--- config.mk ---
export PLATFORM = sky130hd
export DESIGN_NAME = bbd_ctrl
export DESIGN_NICKNAME = d
export VERILOG_FILES = /design/src/bbd_pkg.sv /design/src/bbd_ctrl.sv
export SDC_FILE = /design/constraint.sdc
export NUM_CORES = 1
export LEC_CHECK = 0
export BUFFER_PORTS_ARGS = -buffer_cell sky130_fd_sc_hd__buf_2
export CORE_MARGIN = 3
export CORE_UTILIZATION = 64
export CTS_CLUSTER_SIZE = 8
export DETAILED_ROUTE_END_ITERATION = 10
export HOLD_SLACK_MARGIN = 0.05
export MAX_ROUTING_LAYER = met4
export PLACE_DENSITY = 0.91
export SYNTH_ARGS = -nofsm -noshare
export SYNTH_HDL_FRONTEND = slang
export SYNTH_SLANG_ARGS = --single-unit
--- constraint.sdc ---
create_clock -name clock -period 6.1 [get_ports clock]
set_clock_uncertainty 0.2 [all_clocks]
set_input_delay 0.915 -clock clock [delete_from_list [all_inputs] [get_ports clock]]
set_output_delay 0.915 -clock clock [all_outputs]
set_load 0.02 [all_outputs]
--- src/bbd_pkg.sv ---
// Shared types and constants of the BGGR demosaic block.
package bbd_pkg;

   localparam int PIX_W         = 8;
   localparam int CFG_WIDTH_W   = 12;
   localparam int CFG_HEIGHT_W  = 13;
   localparam int CSR_DATA_W    = 13;
   localparam int CSR_INDEX_W   = 4;
   localparam int WIDTH_RESET   = 1024;
   localparam int HEIGHT_RESET  = 1024;
   localparam int NUM_LINES     = 4;

   localparam logic [CSR_INDEX_W-1:0] CSR_FRAME_WIDTH  = 4'd0;
   localparam logic [CSR_INDEX_W-1:0] CSR_FRAME_HEIGHT = 4'd1;

   localparam logic CMD_PIXEL = 1'b0;
   localparam logic CMD_DRAIN = 1'b1;

   typedef logic [1:0] line_type;

   // Line buffer roles relative to the line of the output row.
   localparam line_type ROLE_CURRENT = 2'd0;
   localparam line_type ROLE_BELOW   = 2'd1;
   localparam line_type ROLE_ABOVE   = 2'd3;

   typedef struct packed {
      line_type line;
      logic     row_odd;
      logic     col_odd;
      logic     right;
      logic     down;
      logic     up;
      logic     left;
      logic     bypass;
   } emit_info_type;

   typedef struct packed {
      logic [PIX_W-1:0] here;
      logic [PIX_W-1:0] right;
      logic [PIX_W-1:0] below;
      logic [PIX_W-1:0] below_right;
      logic [PIX_W-1:0] above_left;
      logic [PIX_W-1:0] left;
   } window_type;

   typedef struct packed {
      logic [PIX_W-1:0] blue;
      logic [PIX_W-1:0] green;
      logic [PIX_W-1:0] red;
      logic             end_of_row;
      logic             end_of_frame;
   } bgr_type;

endpackage

--- src/bbd_ctrl.sv ---
// Frame geometry registers, input and output position counters and emit decision.
module bbd_ctrl
   import bbd_pkg::*;
#(
   parameter int MAX_WIDTH  = 2048,
   parameter int MAX_HEIGHT = 4096
) (
   input  logic                         clock,
   input  logic                         reset,
   input  logic                         csr_wr_en,
   input  logic [CSR_INDEX_W-1:0]       csr_index,
   input  logic [CSR_DATA_W-1:0]        csr_wdata,
   input  logic                         accept,
   input  logic                         command,
   output logic                         emit,
   output emit_info_type                info,
   output logic                         wr_en,
   output line_type                     wr_line,
   output logic [$clog2(MAX_WIDTH)-1:0] wr_addr,
   output logic [$clog2(MAX_WIDTH)-1:0] rd_col,
   output logic [$clog2(MAX_WIDTH)-1:0] rd_col_prev,
   output logic [$clog2(MAX_WIDTH)-1:0] rd_col_next
);

   localparam int AW    = $clog2(MAX_WIDTH);
   localparam int WW    = $clog2(MAX_WIDTH + 1);
   localparam int HW    = $clog2(MAX_HEIGHT + 1);
   localparam int RW    = ($clog2(MAX_HEIGHT) < 2) ? 2 : $clog2(MAX_HEIGHT);
   localparam int GW    = $clog2(MAX_WIDTH + 3);
   localparam int W_RST = (WIDTH_RESET > MAX_WIDTH) ? MAX_WIDTH : WIDTH_RESET;
   localparam int H_RST = (HEIGHT_RESET > MAX_HEIGHT) ? MAX_HEIGHT : HEIGHT_RESET;

   logic [WW-1:0] w_ff, w_in;
   logic [HW-1:0] h_ff, h_in;
   logic [HW-1:0] in_row_ff, in_row_in;
   logic [AW-1:0] in_col_ff, in_col_in;
   logic [RW-1:0] out_row_ff, out_row_in;
   logic [AW-1:0] out_col_ff, out_col_in;
   logic [GW-1:0] gap_ff, gap_in;

   logic [CFG_WIDTH_W-1:0]  new_w_raw;
   logic [CFG_HEIGHT_W-1:0] new_h_raw;
   logic [WW-1:0]           new_w;
   logic [HW-1:0]           new_h;
   logic                    csr_hit;
   logic                    input_done;
   logic                    is_pixel;
   logic                    is_drain;
   logic                    px_take;
   logic                    px_emit;
   logic                    dr_emit;
   logic                    in_last_col;
   logic                    out_right;
   logic                    out_down;
   logic                    frame_last;

   // Out-of-range geometry is clamped at write time: zero acts as one.
   assign new_w_raw = csr_wdata[CFG_WIDTH_W-1:0];
   assign new_h_raw = csr_wdata[CFG_HEIGHT_W-1:0];
   assign new_w = (new_w_raw == '0) ? WW'(1) :
                  ((32'(new_w_raw) > MAX_WIDTH) ? WW'(MAX_WIDTH) : WW'(new_w_raw));
   assign new_h = (new_h_raw == '0) ? HW'(1) :
                  ((32'(new_h_raw) > MAX_HEIGHT) ? HW'(MAX_HEIGHT) : HW'(new_h_raw));
   assign csr_hit = csr_wr_en &&
                    (csr_index == CSR_FRAME_WIDTH || csr_index == CSR_FRAME_HEIGHT);

   assign is_pixel    = (command == CMD_PIXEL);
   assign is_drain    = (command == CMD_DRAIN);
   assign input_done  = (in_row_ff >= h_ff);
   assign in_last_col = (32'(in_col_ff) + 32'd1 == 32'(w_ff));
   assign out_right   = (32'(out_col_ff) + 32'd1 < 32'(w_ff));
   assign out_down    = (32'(out_row_ff) + 32'd1 < 32'(h_ff));

   // Once the input leads the output by a line plus two samples, every stored
   // sample emits one output position.
   assign px_take    = accept && is_pixel && !input_done;
   assign px_emit    = px_take && (32'(gap_ff) + 32'd1 >= 32'(w_ff) + 32'd2);
   assign dr_emit    = accept && is_drain && input_done;
   assign emit       = px_emit || dr_emit;
   assign frame_last = emit && !out_right && !out_down;

   always_comb begin
      w_in       = w_ff;
      h_in       = h_ff;
      in_row_in  = in_row_ff;
      in_col_in  = in_col_ff;
      out_row_in = out_row_ff;
      out_col_in = out_col_ff;
      gap_in     = gap_ff;
      if (csr_wr_en && csr_index == CSR_FRAME_WIDTH) begin
         w_in = new_w;
      end
      if (csr_wr_en && csr_index == CSR_FRAME_HEIGHT) begin
         h_in = new_h;
      end
      priority if (csr_hit || frame_last) begin
         in_row_in  = '0;
         in_col_in  = '0;
         out_row_in = '0;
         out_col_in = '0;
         gap_in     = '0;
      end else begin
         if (px_take) begin
            if (in_last_col) begin
               in_col_in = '0;
               in_row_in = in_row_ff + HW'(1);
            end else begin
               in_col_in = in_col_ff + AW'(1);
            end
            if (!px_emit) begin
               gap_in = gap_ff + GW'(1);
            end
         end
         if (emit) begin
            if (!out_right) begin
               out_col_in = '0;
               out_row_in = out_row_ff + RW'(1);
            end else begin
               out_col_in = out_col_ff + AW'(1);
            end
         end
      end
   end

   always_ff @(posedge clock) begin
      if (reset) begin
         w_ff       <= WW'(W_RST);
         h_ff       <= HW'(H_RST);
         in_row_ff  <= '0;
         in_col_ff  <= '0;
         out_row_ff <= '0;
         out_col_ff <= '0;
         gap_ff     <= '0;
      end else begin
         w_ff       <= w_in;
         h_ff       <= h_in;
         in_row_ff  <= in_row_in;
         in_col_ff  <= in_col_in;
         out_row_ff <= out_row_in;
         out_col_ff <= out_col_in;
         gap_ff     <= gap_in;
      end
   end

   assign wr_en       = px_take;
   assign wr_line     = in_row_ff[1:0];
   assign wr_addr     = in_col_ff;
   assign rd_col      = out_col_ff;
   assign rd_col_prev = out_col_ff - AW'(1);
   assign rd_col_next = out_col_ff + AW'(1);

   assign info.line    = out_row_ff[1:0];
   assign info.row_odd = out_row_ff[0];
   assign info.col_odd = out_col_ff[0];
   assign info.right   = out_right;
   assign info.down    = out_down;
   assign info.up      = (out_row_ff != '0);
   assign info.left    = (out_col_ff != '0);
   assign info.bypass  = px_emit;

endmodule

==> summary.txt <==
Critical path
  • Startpoint types: flip-flop
  • Peak per-stage delay on the critical path: 490 ps
  • Cell with the biggest individual delay on the critical path: or4_1
  • Endpoint class of the critical path: output pin
  • Number of buffer and inverter instances along the worst setup path: 3
  • Instance count on the critical path: 15
  • Required time worst endpoint: 4980 ps
  • Largest delay share family, worst path: simple AND/OR/NAND/NOR gates
  • R2r worst-path depth: 16
  • Cells along the critical path: ha_1, and3_1, and3_1, and3_1, and3_1, xor2_1, ha_1, a21oi_1, nand2_1, or4_1, o21ai_0, o22a_1, buf_4, inv_1, buf_2
  • CP Data Arrival Time: 4230 ps
  • Kind of critical path: flip-flop to output pin
  • Cell repeated most along the worst path: and3_1
  • Critical path fanouts, max: 32

Detailed routing
  • Iteration-0 DRC Markers: roughly 550
  • WL per Instance: approximately 17 um
  • Routed via count divided by cell count: 6.34
  • Total detailed-routing wirelength: 16000 um
  • DRC viols: 0
  • Final ANT Viol Nets: 0
  • Drt pass-1 iters: 7
  • Via count: a little over 6000

CTS
  • CTS Root Cell: clkbuf_8
  • Clock latency on the worst-skew pair: 370 ps
  • CTS buffer count: 9
  • Deepest level of the CTS H-tree: 3
  • Clock input transition at the sequential cells of the worst setup and hold paths: approximately 90 ps
  • # resized after CTS: 0
  • Clock Tree Buf Depth: 2
  • Count of clock tree sinks: 84
  • CTS tree: built
  • Post-CTS setup buffers: 0
  • Count of hold-fix buffers inserted at cts: 0

Synthesis
  • Library cell with the highest instance count after synthesis: dfxtp_1
  • Number of enable-type register cells in the synthesized netlist: 0
  • Post-synthesis register bit count: 84
  • Instance count of the mapped netlist: 782
  • Avg Synthesized Cell Area: approximately 7.8 um^2
  • Sequential fraction of the synthesis area: 27.5%
  • Top cells by instance count after synthesis: dfxtp_1 (84), nor2_1 (59), ha_1 (58)
  • Fraction of synthesized cell area taken by the top area cell type: 27.5%
  • Predominant post-synthesis flop cell: dfxtp_1
  • Yosys warning count: 0
  • Mapped Nets: 862
  • Number of distinct library cell variants in the gate-level netlist after synthesis: 56
  • Cells taking the most area after synthesis: dfxtp_1 (27%), ha_1 (12%), xor2_1 (5.6%), xnor2_1 (4.9%), nand3_1 (4.4%)
  • Share of flip-flops with an asynchronous set or reset: 0%
  • Area leader, netlist: dfxtp_1
  • Synthesized area: around 6100 um^2

Timing
  • Final max-slew violation count: 0
  • Transition at the pin with the smallest max-transition slack: 841 ps
  • Portion of the clock cycle consumed by the worst path in the final layout: a little under 90%
  • Setup-violating endpoint count in the final report: 0
  • Max Clock Freq: roughly 0.19 GHz
  • Final WS setup: 751 ps
  • Number of failing hold endpoints at the final stage: 0
  • RSZ-0062 raised after global routing: false
  • Worst slew margin relative to its limit: 43.9%
  • Post-Route Setup TNS: 0 ps
  • Worst Hold Slack: 275 ps
  • Final critical delay including setup and external delays: 5350 ps

Floorplanning
  • Initial cell density of the core: 65.9%
  • Overall die area: 10800 um^2
  • Die height: 104 um
  • Die Wd: 104 um
  • Core outline area: 9280 um^2
  • Number of top-level design ports: 79
  • Cell row count: 35

Finish
  • Finished Layout Cells: 957
  • Synth-to-Final Area Change: 9.12%
  • NumNets Final: 903
  • Proportion of layout cells with a drive suffix above 1: a little over an eighth
  • Ant diodes: 0

Pwr
  • Peak supply drop: 0.131 mV
  • Pwr Density: 156 nW/um^2
  • Lkg Pwr: 2.80 nW

Hold path
  • Cells on Worst Hold Path: 2
  • Class of the worst hold path: flip-flop to flip-flop

GRT
  • Pin count of the biggest net entering global routing: 36
  • Via count of the first global-routing pass: 5818
  • Aggregate global routing overflow: 0
  • Global-route wire length before repair: 27000 um
  • Antenna violations before repair: 0
  • Total routing usage reported by global routing: 30.6%

Run status
  • Run status: finished clean

Placed design
  • Port buffer count: 78
  • Placed Instances: 941
  • DP Worst Slack: 1210 ps
  • Final estimated routing congestion in global placement: between 1 and 1.5
  • HPWL after detailed placement: 12100 um

Flow run
  • Number of violations of the max-capacitance limit: 0
## worst register-to-register path, stage by stage (launching register included)
cell     delay [ps]
dfxtp_1         350
ha_1            240
and3_1          220
and3_1          230
and3_1          220
and3_1          220
xor2_1          150
ha_1            200
a21oi_1         220
nand2_1          70
or4_1           490
o21ai_0         280
o22a_1          180
buf_4           280
inv_1           270
and3_1          310
a32o_1          260
## kinds of logic after synthesis
group | synth area share, %
AOI/OAI and AO/OA | 15.9
adders and majority gates | 12.0
xor gates and xnor gates | 10.5
DFF | 27.5
buffers and inverters | 6.89
and+or+nand+nor | 26.1
muxes | 1.15
## layout by cell type, fill, tap and decap left out, types with 9 or more instances in the layout
cell type   n
dfxtp_1    84
or3_1      17
inv_1      42
a21oi_1    51
a22oi_1    15
xnor2_1    34
nor4_1     10
xor2_1     39
or4_1      13
clkbuf_8    9
nand4_1    14
o21ai_0    28
nor3_1     31
nor2_1     59
nand2_1    57
nand3_1    54
buf_2      78
o31ai_1     9
and3_1     17
ha_1       58
## sequential cells by signal (all words and copies together) (netlist names)
signal / flops
h_ff: 13
in_row_ff: 13
gap_ff: 12
out_row_ff: 12
w_ff: 12
rd_col: 11
wr_addr: 11
## layout make-up
class                   count  area (um^2)
well taps                 129          161
fillers                   702         2610
repair buffers             85          443
clock inverters             7         76.3
inverters                  43          161
multi-input cells         600         4030
clock buffers               9          124
flip-flops and latches     84         1680
## worst paths after layout
check / startpoint / end / slack [ps]
hold / removal: h_ff[12]$_SDFFE_PP0P_ / h_ff[12]$_SDFFE_PP0P_ / 280
setup / recovery: gap_ff[0]$_SDFFE_PP0P_ / emit / 750
hold reg to reg: h_ff[12]$_SDFFE_PP0P_ / h_ff[12]$_SDFFE_PP0P_ / 280
setup reg to reg: gap_ff[0]$_SDFFE_PP0P_ / out_row_ff[4]$_SDFFE_PP0P_ / 1600
## power breakdown
part           switching (mW)  internal (mW)  total, mW
sequential            0.00457          0.551      0.555
clock                   0.218          0.192      0.410
combinational          0.0519         0.0249     0.0767
total                   0.274          0.768       1.04
## layer usage
layer / global-route usage [%] / wire length, um
met2: 52.5 / 8090
met5: - / 0
met3: 5.42 / 1130
met4: 12.2 / 521
met1: 35.6 / 6290
## through the flow
stage	area, um^2	power [mW]	utilization [%]
after floorplan	6120	0.615	-
after global placement	6470	0.640	69.7
after detailed placement	6470	0.643	69.7
after CTS	6670	1.05	71.9
after global routing	6670	1.08	71.9
final	6670	1.04	71.9
(Power assumes the default switching activity.)
