**config.mk**
```make
export PLATFORM = sky130hd
export DESIGN_NAME = bbd_color
export DESIGN_NICKNAME = d
export VERILOG_FILES = /design/src/bbd_pkg.sv /design/src/bbd_color.sv
export SDC_FILE = /design/constraint.sdc
export NUM_CORES = 1
export LEC_CHECK = 0
export ABC_CLOCK_PERIOD_IN_PS = 1700
export BUFFER_PORTS_ARGS = -buffer_cell sky130_fd_sc_hd__buf_2
export CAP_MARGIN = 15
export CORE_MARGIN = 1.5
export CORE_UTILIZATION = 41
export DETAILED_ROUTE_END_ITERATION = 8
export PLACE_DENSITY = 0.78
export SLEW_MARGIN = 20
export SYNTH_ARGS = -nofsm -noshare
export SYNTH_HDL_FRONTEND = slang
export SYNTH_SLANG_ARGS = --single-unit
```
**constraint.sdc**
```tcl
create_clock -name vclk -period 1.7
set_clock_uncertainty 0.05 [all_clocks]
set_input_delay 0.085 -clock vclk [all_inputs]
set_output_delay 0.085 -clock vclk [all_outputs]
set_load 0.01 [all_outputs]
```
**src/bbd_pkg.sv**
```systemverilog
// Shared types and constants of the BGGR demosaic block.
package bbd_pkg;

   localparam int PIX_W         = 8;
   localparam int CFG_WIDTH_W   = 12;
   localparam int CFG_HEIGHT_W  = 13;
   localparam int CSR_DATA_W    = 13;
   localparam int CSR_INDEX_W   = 4;
   localparam int WIDTH_RESET   = 1024;
   localparam int HEIGHT_RESET  = 1024;
   localparam int NUM_LINES     = 4;

   localparam logic [CSR_INDEX_W-1:0] CSR_FRAME_WIDTH  = 4'd0;
   localparam logic [CSR_INDEX_W-1:0] CSR_FRAME_HEIGHT = 4'd1;

   localparam logic CMD_PIXEL = 1'b0;
   localparam logic CMD_DRAIN = 1'b1;

   typedef logic [1:0] line_type;

   // Line buffer roles relative to the line of the output row.
   localparam line_type ROLE_CURRENT = 2'd0;
   localparam line_type ROLE_BELOW   = 2'd1;
   localparam line_type ROLE_ABOVE   = 2'd3;

   typedef struct packed {
      line_type line;
      logic     row_odd;
      logic     col_odd;
      logic     right;
      logic     down;
      logic     up;
      logic     left;
      logic     bypass;
   } emit_info_type;

   typedef struct packed {
      logic [PIX_W-1:0] here;
      logic [PIX_W-1:0] right;
      logic [PIX_W-1:0] below;
      logic [PIX_W-1:0] below_right;
      logic [PIX_W-1:0] above_left;
      logic [PIX_W-1:0] left;
   } window_type;

   typedef struct packed {
      logic [PIX_W-1:0] blue;
      logic [PIX_W-1:0] green;
      logic [PIX_W-1:0] red;
      logic             end_of_row;
      logic             end_of_frame;
   } bgr_type;

endpackage

```
**src/bbd_color.sv**
```systemverilog
// Color reconstruction of one output position from its neighborhood samples.
module bbd_color
   import bbd_pkg::*;
(
   input  emit_info_type info,
   input  window_type    win,
   output bgr_type       pix
);

   localparam logic [1:0] SITE_BLUE    = 2'b00;
   localparam logic [1:0] SITE_GREEN_B = 2'b01;
   localparam logic [1:0] SITE_GREEN_R = 2'b10;
   localparam logic [1:0] SITE_RED     = 2'b11;

   logic [PIX_W:0] sum_right_below;
   logic [PIX_W:0] sum_left_below;

   assign sum_right_below = {1'b0, win.right} + {1'b0, win.below};
   assign sum_left_below  = {1'b0, win.left} + {1'b0, win.below};

   always_comb begin
      pix              = '0;
      pix.end_of_row   = !info.right;
      pix.end_of_frame = !info.right && !info.down;
      unique case ({info.row_odd, info.col_odd})
         SITE_BLUE: begin
            pix.blue = win.here;
            if (info.right && info.down) begin
               pix.green = sum_right_below[PIX_W:1];
               pix.red   = win.below_right;
            end
         end
         SITE_GREEN_B: begin
            pix.blue  = info.right ? win.right : '0;
            pix.green = win.here;
            pix.red   = info.down ? win.below : '0;
         end
         SITE_GREEN_R: begin
            pix.blue  = info.down ? win.below : '0;
            pix.green = win.here;
            pix.red   = info.right ? win.right : '0;
         end
         SITE_RED: begin
            pix.blue  = (info.up && info.left) ? win.above_left : '0;
            pix.green = (info.left && info.down) ? sum_left_below[PIX_W:1] : '0;
            pix.red   = win.here;
         end
      endcase
   end

endmodule

```
==> results of run 1 <==
==> cells in the mapped netlist, types with 3 or more instances <==
master	instances
o21ai_0	22
inv_1	4
a21oi_1	14
o221ai_1	4
clkbuf_1	5
nand2_1	32
ha_1	14
xor2_1	4
buf_2	3
a22oi_1	11
a21o_1	3
a221oi_1	7
xnor2_1	3
nor2_1	24
==> layer usage <==
metal  global-route usage  vias to the layer above  share of wire
li1                     -                      939              -
met1               0.3204                      882           0.42
met2               0.5032                       76           0.52
met3             0.002183                        8          0.048
met4             0.009740                        0          0.011
met5                    0                        -              0
==> metrics by stage <==
step	hold WS [ns]	cell area, µm²
floorplan	0.1629	1287
global placement	0.4573	1844
detailed placement	0.4571	1844
CTS	0.4563	1928
global route	0.4733	2059
finish	0.4561	2059
==> final cells by class <==
type	count	share of cell area
tap	44	0.02673
inverter	4	0.007290
multi-input combinational	182	0.6361
timing repair buffer	109	0.3299
==> placed cells by master (no fill, tap or decap), types with 3 or more instances in the layout <==
| cell | instances |
|---|---|
| xor2_1 | 4 |
| buf_6 | 7 |
| o21ai_1 | 3 |
| nand2_1 | 31 |
| a21o_1 | 3 |
| xnor2_1 | 3 |
| nor2_1 | 24 |
| o21ai_0 | 21 |
| a21oi_2 | 4 |
| buf_4 | 28 |
| a221oi_1 | 7 |
| a21oi_1 | 12 |
| a22oi_1 | 11 |
| o221ai_1 | 3 |
| buf_2 | 72 |
| ha_1 | 10 |
| ha_4 | 3 |
==> worst max-delay path, stage by stage <==
cell	delay (ns)
buf_8	0.10
and2_4	0.15
fa_2	0.37
a211oi_4	0.23
o21bai_2	0.10
a21oi_2	0.14
xnor2_1	0.07
a221o_1	0.30
buf_2	0.14
==> power groups by stage <==
stage               logic [W]  registers, W  clock network, W
floorplan            0.000333             0                 0
global placement     0.000559             0                 0
detailed placement   0.000569             0                 0
CTS                  0.000600             0                 0
global route         0.000726             0                 0
finish               0.000664             0                 0
==> worst min path at each step <==
| stage | from | end | slack, ns | depth (start not counted) |
|---|---|---|---|---|
| 6_report | win[15] | pix[25] | 0.46 | 4 |
| 5_1_grt | win[15] | pix[25] | 0.47 | 4 |
| 4_1_cts | info[4] | pix[0] | 0.46 | 3 |
| 3_5_place_dp | info[4] | pix[0] | 0.46 | 3 |
| 3_3_place_gp | info[4] | pix[0] | 0.46 | 3 |
| 2_1_floorplan | info[4] | pix[0] | 0.16 | 1 |
==> logic make-up (layout without fill, tap and decap cells) <==
| group | after synthesis | in the layout | synth area share |
|---|---|---|---|
| AOI/OAI and AO/OA | 80 | 80 | 0.4237 |
| xor gates and xnor gates | 8 | 8 | 0.06026 |
| adders and majority gates | 16 | 16 | 0.1672 |
| buffers and inverters | 15 | 113 | 0.06122 |
| muxes | 3 | 3 | 0.02430 |
| and+or+nand+nor | 75 | 75 | 0.2634 |
==> timing repair <==
| action | in CTS | in global routing |
|---|---|---|
| pin swaps | 13 | 14 |
| endpoints found under the hold margin | 0 | 0 |
| setup endpoints to repair | 5 | 5 |
| gates resized for setup | 16 | 22 |
| gates cloned | 0 | 0 |
| setup buffers | 2 | 5 |
==> out/metrics.csv, run 1 <==
stage;metric;value;unit
run_status;outcome;finished, violations left;
run_status;failing checks;negative setup slack;
setup_path;Critical Path End;pix[15];
yosys;cells after synthesis;197;
pwr;Tot Pwr;0.0006638;W
cells_and_area;P&R area growth vs syn;59.96;%
grt;pin count of the biggest net entering global routing;22;
drt;drt first pass iters;4;
cells_and_area;share of cells above drive strength 1;0.4610;
grt;initial antenna violation count;0;
drt;drt drc;0;
sta;Worst Tran Pin Value;0.4530;ns
cells_and_area;Fill cells;291;
setup_path;worst-path fanout max;3;
drt;DR vias;1905;
pwr;Pleak;1.015;nW
yosys;syn_area_per_cell;6.535;µm²
setup_path;CP Data Required Time;1.56;ns
die;Initial Util;0.4252;
pwr;Internal;0.0003306;W
setup_path;critical path class;primary input to output pin;
sta;final worst-path cycle share;1.067;
drt;final WL;4774;µm
die;Die Ht;59.04;µm
yosys;share of the synthesized area in the top cell type;0.1361;
cells_and_area;clock buf count;0;
place;Setup WS pre-CTS;-0.2745;ns
yosys;Seq/Total Area, Yosys;0;
setup_path;Crit. End Element;output pin;
setup_path;Critical Path Source;win[24];
cells_and_area;Seq Cell Count;0;
cells_and_area;fin cells;339;
pwr;Max VDD drop;195.1;µV
sta;final worst path period need;1.814;ns
place;HPWL Detailed;3570;µm
die;Die ar.;3485;µm²
yosys;total number of yosys warnings;0;
setup_path;startpoint types;primary input;
yosys;post-synth top area cell;ha_1;
cells_and_area;Register Area;0;µm²
grt;gr ovfl total;0;
yosys;Synth Cell Area;1287;µm²
sta;count of final setup violators;4;
setup_path;critical path arrival;1.68;ns
cells_and_area;Multi-input gate area;1310;µm²
drt;DR WL/cell;14.08;µm
drt;Antenna Nets Post-Route;0;
sta;slew margin rel.;0.6971;
sta;Max Slew Vio Count;0;
cells_and_area;Post-Route Utilization;0.6802;
die;boundary pin count;83;
pwr;switching pwr;0.0003332;W
die;Core ar.;3028;µm²
sta;worst setup margin;-0.1137;ns
drt;initial detailed-routing violation count;66;
worst_hold_path;Hold WC Path Type;primary input to output pin;
yosys;largest cells by area after synthesis;ha_1 14%, nand2_1 9.3%, o21ai_0 8.6%;
place;IO buf count;80;
sta;Hold Vio Cnt, Final;0;
pwr;switch share;0.5019;
pwr;Comb pwr share;1.000;
drt;Via density;5.619;
sta;unrepaired setup endpoints after global routing;yes;
yosys;Syn Nets;270;
grt;vias in the first global route;1654;
grt;first-pass GRT wire length;7169;µm
sta;Fin Setup TNS;-0.2823;ns
yosys;count of unique library cells instantiated by Yosys;48;
pwr;clock share of power;0;
cells_and_area;nets@finish;370;
cells_and_area;antenna cells;0;
job;Max-cap violations;0;
pwr;pwr dens;322.3;nW/µm²
grt;total track usage;0.2541;
die;Site Rows;20;
sta;f_max;551.4;MHz
place;routability congestion estimate;0.8836;
place;placed cells;332;
cts;Hold-fix buffers, CTS;0;
die;Die Wd;59.04;µm
pwr;Sequential Power Share;0;
No activity file was read; power rests on OpenSTA's default activity.
==> inputs of run 2 (changes only) <==
- BUFFER_PORTS_ARGS: -buffer_cell sky130_fd_sc_hd__buf_2 -> unset
- CORE_UTILIZATION: 41 -> 60
- DONT_BUFFER_PORTS: unset -> 1
- PLACE_DENSITY: 0.78 -> 0.76
- SKIP_LAST_GASP: unset -> 1
==> run 2 against run 1 <==
Net effect:
- the flow now finishes without violations
- sequential share of layout area unchanged
- utilization decreased by 1.2 points
- clock-buffer cell count unchanged
- combinational power decreased by 41%
- critical path type unchanged
- critical endpoint unchanged
- first-iteration DRC count decreased by 21%
- final cell count decreased by 36%
- via count decreased by 22%
- cell area decreased by 36%
- power decreased by 41%
==> out/metrics.csv, run 2 (synthesis gave the netlist of run 1 again) <==
stage;metric;value;unit;change
die;Die Ht;49.32;µm;-16%
sta;f_max;592.4;MHz;+7.4%
grt;pin count of the biggest net entering global routing;41;;+86%
grt;initial antenna violation count;0;;unchanged
pwr;Max VDD drop;169.8;µV;-13%
setup_path;critical path arrival;1.55;ns;-0.13 ns
sta;slew margin rel.;0.6134;;-0.08372
die;Core ar.;1982;µm²;-35%
place;routability congestion estimate;0.8908;;+0.81%
sta;final worst-path cycle share;0.9930;;-0.07386
drt;DR vias;1485;;-22%
place;IO buf count;0;;-100%
cells_and_area;share of cells above drive strength 1;0.1105;;-0.3505
drt;Via density;6.843;;+22%
cells_and_area;Register Area;0;µm²;unchanged
drt;initial detailed-routing violation count;52;;-21%
setup_path;critical path class;primary input to output pin;;
worst_hold_path;Hold Crit Start;info[4];;
cells_and_area;most frequent cells in the layout;32 x nand2_1, 24 x nor2_1, 22 x o21ai_0;;
die;Die ar.;2432;µm²;-30%
sta;Worst Tran Pin Value;0.5787;ns;+0.1257 ns
cells_and_area;Seq Cell Count;0;;unchanged
cells_and_area;nets@finish;265;;-28%
sta;Fin Setup TNS;0;ns;+0.2823 ns
setup_path;Crit. End Element;output pin;;
cells_and_area;Post-Route Utilization;0.6686;;-0.01160
die;Site Rows;16;;-20%
sta;count of final setup violators;0;;-4
sta;unrepaired setup endpoints after global routing;yes;;
pwr;pwr dens;295.8;nW/µm²;-8.2%
cells_and_area;P&R area growth vs syn;2.915;%;
cells_and_area;antenna cells;0;;unchanged
setup_path;CP Data Required Time;1.56;ns;about the same
sta;Max Slew Vio Count;0;;unchanged
setup_path;worst-path fanout max;5;;+2
drt;DR WL/cell;17.03;µm;+21%
worst_hold_path;hold depth;1;;-3
drt;drt drc;0;;unchanged
job;Max-cap violations;0;;unchanged
die;Die Wd;49.32;µm;-16%
setup_path;startpoint types;primary input;;
cts;post-CTS setup buffers;0;;-2
grt;total track usage;0.3028;;+0.04874
cells_and_area;Fill cells;193;;-34%
drt;final WL;3695;µm;-23%
die;Initial Util;0.6496;;+0.2244
drt;Antenna Nets Post-Route;0;;unchanged
grt;vias in the first global route;1393;;-16%
worst_hold_path;Hold WC Path Type;primary input to output pin;;
cells_and_area;commonest non-fill, non-tap cell in the layout;nand2_1;;
cells_and_area;clock buf count;0;;unchanged
sta;final worst path period need;1.688;ns;-0.1256 ns
die;boundary pin count;83;;unchanged
run_status;outcome;completed;;
place;HPWL Detailed;2994;µm;-16%
cts;Hold-fix buffers, CTS;0;;unchanged
sta;Hold Vio Cnt, Final;0;;unchanged
grt;gr ovfl total;0;;unchanged
pwr;Pleak;0.5280;nW;-48%
worst_hold_path;Hold Path End;pix[0];;
drt;drt first pass iters;4;;unchanged
grt;first-pass GRT wire length;6058;µm;-15%
run 2: changes by cell type in the layout (fill, tap and decap cells not counted), moves of 2 or more:
cell   before  now
buf_2      72    0
buf_4      28    4
buf_6       7    0
ha_1       10   13
ha_4        3    0
buf_8       2    0
inv_1       2    4
inv_2       2    0
run 2: report_power, final:
| part | switching, W | internal (W) |
|---|---|---|
| logic | 0.000220 | 0.000172 |
| registers | 0 | 0 |
| clock network | 0 | 0 |
run 2: worst max-delay path by stage:
stage / startpoint / endpoint / slack (ns) / cells after the start
global route: win[24] / pix[15] / -0.05 / 7
CTS: win[24] / pix[15] / 0.0007 / 7
detailed placement: win[24] / pix[15] / -0.07 / 7
finish: win[24] / pix[15] / 0.01 / 7
floorplan: win[24] / pix[15] / 0.01 / 7
global placement: win[24] / pix[15] / -0.03 / 7
run 2: layout make-up:
cell class	count	area, µm²	area share
Tap cell	27	33.78	0.02550
Inverter	4	15.01	0.01133
Multi-Input combinational cell	182	1246	0.9405
Timing Repair Buffer	4	30.03	0.02266
run 2: repair_timing:
action / in CTS / in global routing
setup endpoints to repair: 2 / 3
gates resized for setup: 3 / 6
gates cloned: 0 / 0
pin swaps: 1 / 3
run 2: worst max-delay path, stage by stage:
cell and delay [ns]:
and2_1 0.15, fa_2 0.38, a211oi_4 0.23, o21bai_1 0.12
a21oi_2 0.16, xnor2_1 0.07, a221o_1 0.35
run 2: through the flow:
| stage | instances | hold WS (ns) | total power, W | setup WS (ns) | area (µm²) |
|---|---|---|---|---|---|
| after global placement | 217 | 0.1708 | 0.0003593 | -0.02849 | 1287 |
| after floorplan | 197 | 0.1629 | 0.0003334 | 0.01049 | 1287 |
| after detailed placement | 217 | 0.1693 | 0.0003709 | -0.07326 | 1287 |
| after CTS | 217 | 0.1693 | 0.0003784 | 0.0006987 | 1301 |
| after global routing | 217 | 0.1701 | 0.0004395 | -0.05362 | 1325 |
| final | 217 | 0.1690 | 0.0003919 | 0.01186 | 1325 |
run 2: per-layer routing:
layer,global-route usage,part of all wire,up-vias
met5,0,0,-
met4,0.004762,0,0
met3,0.03681,0.070,0
met2,0.5946,0.53,59
met1,0.3630,0.40,696
li1,-,-,730
